## src/hw/rtl/phase_angle_triac_dimmer_assert.svh

```systemverilog
// Assertion macros shared by the phase-angle dimmer RTL.
// Define NO_ASSERTIONS to compile every use of these macros to nothing.
`ifndef PHASE_ANGLE_TRIAC_DIMMER_ASSERT_SVH
`define PHASE_ANGLE_TRIAC_DIMMER_ASSERT_SVH

`ifndef NO_ASSERTIONS

// same-cycle implication, checked out of reset
`define PATD_ASSERT_IMP(name, clk, rst, ante, cons) \
   name: assert property (@(posedge clk) disable iff (rst) (ante) |-> (cons)) \
      else $error("implication check failed");

// next-cycle implication, checked out of reset
`define PATD_ASSERT_NXT(name, clk, rst, ante, cons) \
   name: assert property (@(posedge clk) disable iff (rst) (ante) |=> (cons)) \
      else $error("next-cycle check failed");

`else

`define PATD_ASSERT_IMP(name, clk, rst, ante, cons)
`define PATD_ASSERT_NXT(name, clk, rst, ante, cons)

`endif

`endif

```

## src/hw/rtl/patd_pkg.sv

```systemverilog
// Types and constants of the phase-angle triac dimmer.
// No dependencies; imported by every module of the block.
package patd_pkg;

   localparam int LevelWidth = 8;
   localparam int KindWidth  = 3;
   localparam int CsrIdxWidth = 2;

   localparam logic [KindWidth-1:0] KIND_TICK       = 3'd0;
   localparam logic [KindWidth-1:0] KIND_ZERO_CROSS = 3'd1;
   localparam logic [KindWidth-1:0] KIND_SET        = 3'd2;
   localparam logic [KindWidth-1:0] KIND_DARKER     = 3'd3;
   localparam logic [KindWidth-1:0] KIND_BRIGHTER   = 3'd4;

   localparam logic [CsrIdxWidth-1:0] CSR_MANUAL_STEP = 2'd0;
   localparam logic [CsrIdxWidth-1:0] CSR_SENSOR_STEP = 2'd1;
   localparam logic [CsrIdxWidth-1:0] CSR_PERIOD_END  = 2'd2;

   localparam logic [LevelWidth-1:0] LEVEL_FULL_ON  = 8'h00;
   localparam logic [LevelWidth-1:0] LEVEL_FULL_OFF = 8'hFF;

   localparam logic [LevelWidth-1:0] MANUAL_STEP_RST = 8'd5;
   localparam logic [LevelWidth-1:0] SENSOR_STEP_RST = 8'd20;
   localparam logic [LevelWidth-1:0] PERIOD_END_RST  = 8'd255;

   typedef struct packed {
      logic [KindWidth-1:0]  kind;
      logic [LevelWidth-1:0] new_level;
      logic                  from_sensor;
   } req_item_type;

   typedef struct packed {
      logic                  gate_on;
      logic [LevelWidth-1:0] level_now;
      logic                  phase_running;
   } rsp_item_type;

   typedef struct packed {
      logic [LevelWidth-1:0] manual_step;
      logic [LevelWidth-1:0] sensor_step;
      logic [LevelWidth-1:0] period_end;
   } csr_cfg_type;

endpackage

```

## src/hw/rtl/patd_csr.sv

```systemverilog
// Configuration registers: manual step, sensor step and period end.
// Depends on patd_pkg.
module patd_csr (
   input  logic                              clock,
   input  logic                              reset,
   input  logic                              csr_wr_en,
   input  logic [patd_pkg::CsrIdxWidth-1:0]  csr_index,
   input  logic [patd_pkg::LevelWidth-1:0]   csr_wdata,
   output patd_pkg::csr_cfg_type             cfg
);
   import patd_pkg::*;

   csr_cfg_type cfg_ff, cfg_in;

   always_comb begin
      cfg_in = cfg_ff;
      if (csr_wr_en) begin
         unique case (csr_index)
            CSR_MANUAL_STEP: cfg_in.manual_step = csr_wdata;
            CSR_SENSOR_STEP: cfg_in.sensor_step = csr_wdata;
            CSR_PERIOD_END:  cfg_in.period_end  = csr_wdata;
            default:         cfg_in = cfg_ff;
         endcase
      end
   end

   always_ff @(posedge clock) begin
      if (reset) begin
         cfg_ff.manual_step <= MANUAL_STEP_RST;
         cfg_ff.sensor_step <= SENSOR_STEP_RST;
         cfg_ff.period_end  <= PERIOD_END_RST;
      end else begin
         cfg_ff <= cfg_in;
      end
   end

   assign cfg = cfg_ff;

endmodule

```

## src/hw/rtl/patd_core.sv

```systemverilog
// Dimmer state (level, phase counter, gate) and its per-transaction update.
// Depends on patd_pkg and the assertion macro header.
`include "phase_angle_triac_dimmer_assert.svh"

module patd_core (
   input  logic                   clock,
   input  logic                   reset,
   input  logic                   step_en,
   input  patd_pkg::req_item_type item,
   input  patd_pkg::csr_cfg_type  cfg,
   output patd_pkg::rsp_item_type result
);
   import patd_pkg::*;

   logic [LevelWidth-1:0] level_ff, level_in;
   logic [LevelWidth-1:0] tick_ff, tick_in;
   logic                  counting_ff, counting_in;
   logic                  gate_ff, gate_in;

   logic [LevelWidth-1:0] step;
   logic [LevelWidth:0]   darker_sum;
   logic [LevelWidth:0]   brighter_diff;
   logic [LevelWidth-1:0] tick_inc;
   logic [LevelWidth-1:0] new_lvl;
   logic                  lvl_write;
   logic                  lvl_extreme;
   logic                  level_mid;

   assign step          = item.from_sensor ? cfg.sensor_step : cfg.manual_step;
   assign darker_sum    = {1'b0, level_ff} + {1'b0, step};
   assign brighter_diff = {1'b0, level_ff} - {1'b0, step};
   assign tick_inc      = tick_ff + 8'd1;
   assign level_mid     = (level_ff != LEVEL_FULL_ON) && (level_ff != LEVEL_FULL_OFF);

   // level selection for set / step transactions; saturates at both ends
   always_comb begin
      lvl_write = 1'b0;
      new_lvl   = level_ff;
      unique case (item.kind)
         KIND_SET: begin
            lvl_write = 1'b1;
            new_lvl   = item.new_level;
         end
         KIND_DARKER: begin
            lvl_write = 1'b1;
            new_lvl   = darker_sum[LevelWidth] ? LEVEL_FULL_OFF : darker_sum[LevelWidth-1:0];
         end
         KIND_BRIGHTER: begin
            lvl_write = 1'b1;
            new_lvl   = brighter_diff[LevelWidth] ? LEVEL_FULL_ON
                                                  : brighter_diff[LevelWidth-1:0];
         end
         default: begin
            lvl_write = 1'b0;
            new_lvl   = level_ff;
         end
      endcase
   end

   assign lvl_extreme = (new_lvl == LEVEL_FULL_ON) || (new_lvl == LEVEL_FULL_OFF);

   always_comb begin
      level_in    = level_ff;
      tick_in     = tick_ff;
      counting_in = counting_ff;
      gate_in     = gate_ff;
      if (step_en) begin
         if (lvl_write) begin
            level_in = new_lvl;
            // full on / full off stop the phase timer and force the gate
            if (lvl_extreme) begin
               counting_in = 1'b0;
               tick_in     = '0;
               gate_in     = (new_lvl == LEVEL_FULL_ON);
            end
         end else if (item.kind == KIND_TICK) begin
            if (counting_ff) begin
               // period end wins over the level compare
               if (tick_inc == cfg.period_end) begin
                  gate_in     = 1'b0;
                  counting_in = 1'b0;
                  tick_in     = '0;
               end else begin
                  tick_in = tick_inc;
                  if (tick_inc == level_ff) begin
                     gate_in = 1'b1;
                  end
               end
            end
         end else if (item.kind == KIND_ZERO_CROSS) begin
            if (level_mid) begin
               counting_in = 1'b1;
            end
         end
      end
   end

   always_ff @(posedge clock) begin
      if (reset) begin
         level_ff    <= LEVEL_FULL_ON;
         tick_ff     <= '0;
         counting_ff <= 1'b0;
         gate_ff     <= 1'b1;
      end else begin
         level_ff    <= level_in;
         tick_ff     <= tick_in;
         counting_ff <= counting_in;
         gate_ff     <= gate_in;
      end
   end

   // result shows the state after the transaction
   assign result.gate_on       = gate_in;
   assign result.level_now     = level_in;
   assign result.phase_running = counting_in;

   `PATD_ASSERT_IMP(a_idle_count_clear, clock, reset, !counting_ff, tick_ff == '0)
   `PATD_ASSERT_IMP(a_extreme_no_count, clock, reset, !level_mid, !counting_ff)
   `PATD_ASSERT_IMP(a_full_on_gate, clock, reset, level_ff == LEVEL_FULL_ON, gate_ff)
   `PATD_ASSERT_IMP(a_full_off_gate, clock, reset, level_ff == LEVEL_FULL_OFF, !gate_ff)

endmodule

```

## src/hw/rtl/phase_angle_triac_dimmer.sv

```systemverilog
// An accepted transaction lands in the input register, then in the result register
// (which drives rsp_valid) once it is free. Throughput: one transaction per cycle
// unless rsp_stall holds the result register; the state update is one add or subtract
// and a few compares between the two registers. Reset (synchronous, active high):
// level 0, gate on, phase timer stopped and cleared, configuration at its defaults, both
// pipeline registers empty. Depends on patd_pkg, patd_csr, patd_core, assertion macros.
`include "phase_angle_triac_dimmer_assert.svh"

module phase_angle_triac_dimmer (
   input  logic                              clock,
   input  logic                              reset,
   input  logic                              req_valid,
   output logic                              req_stall,
   input  patd_pkg::req_item_type            req_item,
   output logic                              rsp_valid,
   input  logic                              rsp_stall,
   output patd_pkg::rsp_item_type            rsp_item,
   input  logic                              csr_wr_en,
   input  logic [patd_pkg::CsrIdxWidth-1:0]  csr_index,
   input  logic [patd_pkg::LevelWidth-1:0]   csr_wdata
);
   import patd_pkg::*;

   logic         in_valid_ff, in_valid_in;
   req_item_type in_item_ff, in_item_in;
   logic         out_valid_ff, out_valid_in;
   rsp_item_type out_item_ff, out_item_in;

   csr_cfg_type  cfg;
   rsp_item_type core_result;
   logic         out_free;
   logic         advance;
   logic         req_take;

   patd_csr u_csr (
      .clock     (clock),
      .reset     (reset),
      .csr_wr_en (csr_wr_en),
      .csr_index (csr_index),
      .csr_wdata (csr_wdata),
      .cfg       (cfg)
   );

   patd_core u_core (
      .clock   (clock),
      .reset   (reset),
      .step_en (advance),
      .item    (in_item_ff),
      .cfg     (cfg),
      .result  (core_result)
   );

   assign out_free  = !out_valid_ff || !rsp_stall;
   assign advance   = in_valid_ff && out_free;
   assign req_stall = in_valid_ff && !out_free;
   assign req_take  = req_valid && !req_stall;

   always_comb begin
      in_valid_in = in_valid_ff;
      in_item_in  = in_item_ff;
      if (req_take) begin
         in_valid_in = 1'b1;
         in_item_in  = req_item;
      end else if (advance) begin
         in_valid_in = 1'b0;
      end
   end

   always_comb begin
      out_valid_in = out_valid_ff;
      out_item_in  = out_item_ff;
      if (advance) begin
         out_valid_in = 1'b1;
         out_item_in  = core_result;
      end else if (out_valid_ff && !rsp_stall) begin
         out_valid_in = 1'b0;
      end
   end

   always_ff @(posedge clock) begin
      if (reset) begin
         in_valid_ff  <= 1'b0;
         out_valid_ff <= 1'b0;
      end else begin
         in_valid_ff  <= in_valid_in;
         out_valid_ff <= out_valid_in;
      end
   end

   always_ff @(posedge clock) begin
      in_item_ff  <= in_item_in;
      out_item_ff <= out_item_in;
   end

   assign rsp_valid = out_valid_ff;
   assign rsp_item  = out_item_ff;

   `PATD_ASSERT_NXT(a_advance_fills_out, clock, reset, advance, out_valid_ff)
   `PATD_ASSERT_NXT(a_take_fills_in, clock, reset, req_take, in_valid_ff)
   `PATD_ASSERT_IMP(a_stall_only_when_full, clock, reset, req_stall, in_valid_ff && out_valid_ff)

endmodule
```

## config.mk

```make
export PLATFORM = sky130hd
export DESIGN_NAME = phase_angle_triac_dimmer
export DESIGN_NICKNAME = d
export VERILOG_FILES = /design/src/hw/rtl/patd_pkg.sv /design/src/hw/rtl/patd_csr.sv /design/src/hw/rtl/patd_core.sv /design/src/hw/rtl/phase_angle_triac_dimmer.sv
export VERILOG_INCLUDE_DIRS = /design/src /design/src/hw/rtl
export SDC_FILE = /design/constraint.sdc
export NUM_CORES = 1
export LEC_CHECK = 0
export BUFFER_PORTS_ARGS = -buffer_cell sky130_fd_sc_hd__buf_4
export CAP_MARGIN = 20
export CORE_MARGIN = 2
export CORE_UTILIZATION = 53
export CTS_BUF_LIST = sky130_fd_sc_hd__clkbuf_16
export CTS_CLUSTER_DIAMETER = 80
export DETAILED_ROUTE_END_ITERATION = 7
export HOLD_SLACK_MARGIN = 0.15
export PLACE_DENSITY = 0.72
export SYNTH_ARGS = -nofsm -noshare
export SYNTH_HDL_FRONTEND = slang
export SYNTH_SLANG_ARGS = --single-unit
```

## constraint.sdc

```tcl
create_clock -name clock -period 4.1 [get_ports clock]
set_input_delay 0.41 -clock clock [delete_from_list [all_inputs] [get_ports clock]]
set_output_delay 0.41 -clock clock [all_outputs]
set_load 0.1 [all_outputs]
```

==> flow_summary.json <==
{
  "synth.avg_cell_area_um2": 9.490,
  "critical_path.max_fanout": 7,
  "yosysSeqAreaShare_pct": 36.26,
  "cellPowerDensity_nw_per_um2": 375.9,
  "slew_violations": 0,
  "power_frac_comb_pct": 17.6,
  "clk_pin_slew_ns": 0.06,
  "io_buffers": 38,
  "finalSetupViolCount": 0,
  "worst_ep_required_time_ns": 4.32,
  "globalplace.congestion": 0.9835,
  "clk_latency_ns": 0.33,
  "antenna_found_initial": 0,
  "hold_viol_final": 0,
  "layoutNonFillerInstCount": 588,
  "netlist_instances": 448,
  "leakagePower_nw": 2.069,
  "status": "completed",
  "dp_hpwl_mm": 7.472,
  "ys_async_sr_fraction_pct": 0,
  "dr.first_iter.drc_count": 282,
  "synth_commonest_cells": "dfxtp_1 (44), nand2_1 (40), nor2_1 (39), a21oi_1 (24)",
  "cp_slowest_cell": "or4b_1",
  "ant_nets": 0,
  "vias": 3518,
  "dieArea_um2": 8754,
  "nFillCells": 681,
  "htree_levels": 3,
  "track_usage_pct": 25.19,
  "ir_worst_vdd_mv": 0.2358,
  "grt_pass1_vias": 3390,
  "drv_cap": 0,
  "nets": 530,
  "relSlewSlack_pct": 38.32,
  "ys_types": 75,
  "timing.final.crit_period_ns": 3.973,
  "endpoint_kind": "register",
  "placed_cells": 572,
  "r2r_setup_slack_ns": 0.13,
  "grt_max_degree": 50,
  "pwr-share-clk_pct": 42.4,
  "worstMarginPinSlew_ns": 0.9234,
  "num_rows": 32,
  "slowest_delay_ns": 0.53,
  "internal_power_w": 0.001317,
  "synth_most_common_cell": "dfxtp_1",
  "fp.coreArea_um2": 7767,
  "cp.arrival_ns": 4.19,
  "synthFlopType": "dfxtp_1",
  "grt_overflow": 0,
  "cts_buffer_depth": 2,
  "synth_top_area_cell": "dfxtp_1",
  "seqPwrFrac_pct": 40.0,
  "n_antenna_cell": 0,
  "cts.sinks": 66,
  "synthesis.area_um2": 4252,
  "drt-pass1-iter-count": 7,
  "vias_per_cell": 5.983,
  "routed_wl_mm": 10.34,
  "worst-setup-path-type": "reg -> reg",
  "grt_setup_unrepaired": "false",
  "ys_ff_latch": 66,
  "cts_tree": "built",
  "worstPathCellList": "mux2_2, ha_1, fa_1, nor2b_2, o211a_1, or4b_1, a31oi_1, and3_1, and4_4, mux2i_2, o21ai_4, mux2_4",
  "yosysTopAreaCellShare_pct": 20.72,
  "synth_edf_count": 22,
  "initial_utilization_pct": 54.74,
  "p_total_w": 0.001841,
  "finalCritPeriodShare_pct": 96.91,
  "drive_gt1_share_pct": 16.67,
  "grt_first_pass_wirelength_mm": 17.04,
  "ctsHoldBuffers": 0,
  "drcViolationCount": 0,
  "swShare_pct": 28.50,
  "ios": 39,
  "die_x_um": 93.57,
  "cts_resized": 0,
  "die_y_um": 93.57,
  "cts_made_buffers": 9,
  "synth_area_leaders": "dfxtp_1 (21%), edfxtp_1 (16%), ha_1 (5.9%)",
  "synthToLayoutAreaGrowth_pct": 15.21,
  "setup_tns_ns": 0,
  "ys_warn_count": 0,
  "syn_nets": 497,
  "whs_ns": 0.2490,
  "netSwitchingPower_w": 0.0005248,
  "finClkSkew_ns": 0.007960,
  "root_buffer": "clkbuf_16",
  "fmax_mhz": 251.7,
  "crit_path_start_kind": "register",
  "avgRoutedWirePerCell_um": 17.59,
  "post_cts_buffers": 0,
  "hold_class": "in -> reg"
}
==> sequential cells by signal, summed over array words and instances, names as in the netlist <==
name	cells
in_item_ff	12
rsp_item	10
in_valid_ff	1
u_core.tick_ff	8
u_core.gate_ff	1
u_core.counting_ff	1
u_csr.cfg	24
rsp_valid	1
u_core.level_ff	8
==> cell families (layout without fill, tap and decap cells) <==
kind of cell             count (synthesis)  after routing  synth area share (%)
flip-flops                              66             66                 36.26
multiplexers                            26             26                 6.592
AND/OR/NAND/NOR                        178            178                 22.60
AO/OA/AOI/OAI                           88             88                 15.89
buffers and inverters                   39             77                 4.237
XOR/XNOR                                29             29                 7.593
adder cells (fa/ha/maj)                 22             22                 6.828
==> final cells by class <==
| class | count | area [µm²] | share of cell area, % |
|---|---|---|---|
| Clock inverter | 5 | 33.78 | 0.6897 |
| Sequential cell | 66 | 1541 | 31.47 |
| Multi-Input combinational cell | 343 | 2530 | 51.65 |
| Clock buffer | 11 | 275.3 | 5.619 |
| Tap cell | 102 | 127.6 | 2.605 |
| Timing Repair Buffer | 43 | 322.8 | 6.590 |
| Inverter | 18 | 67.56 | 1.379 |
==> path summary, 6_finish.rpt <==
kind	from	to	cells after the start
max reg2reg	in_item_ff[0]$_DFFE_PP_	u_core.tick_ff[4]$_SDFFE_PP0P_	12
min reg2reg	u_csr.cfg[10]$_SDFFE_PP1P_	u_csr.cfg[10]$_SDFFE_PP1P_	1
min	req_item[6]	in_item_ff[6]$_DFFE_PP_	1
max	in_item_ff[0]$_DFFE_PP_	u_core.tick_ff[4]$_SDFFE_PP0P_	12
==> metrics by stage <==
stage,area (µm²),utilization (%),worst slack [ns]
finish,4898,63.06,0.1269
floorplan,4252,-,0.1692
CTS,4898,63.06,0.1630
global placement,4589,59.09,0.3098
detailed placement,4589,59.09,0.2577
global route,4898,63.06,0.007513
==> layout by cell type (no fill, tap or decap), types with 16 or more instances in the layout <==
cell type	instances
dfxtp_1	44
buf_4	43
nand2_1	40
nor2_1	39
a21oi_1	24
nor2b_1	22
edfxtp_1	22
mux2i_1	21
ha_1	20
inv_1	18
xnor2_1	16
==> critical path: cells and delay by family (launching register included) <==
family                     cells  cell delay, ns
and+or+nand+nor                4            1.19
adders and majority gates      2            0.67
muxes                          3            0.81
AOI/OAI and AO/OA              3            0.83
DFF                            1            0.37
==> power groups by stage <==
stage,sequential [W],combinational [W],clock [W]
after detailed placement,0.000749,0.000316,0
after CTS,0.000736,0.000319,0.000788
after global routing,0.000739,0.000351,0.000821
final,0.000736,0.000324,0.000781
after floorplan,0.000780,0.000207,0
after global placement,0.000748,0.000312,0
==> per-layer routing <==
metal,GRT usage (%),vias to the layer above,wire (µm)
met5,0,-,0
met4,8.213,0,233
met3,5.157,20,694
met2,41.61,160,4885
met1,33.13,1665,4526
li1,-,1673,-
No activity file was read; power rests on OpenSTA's default activity.
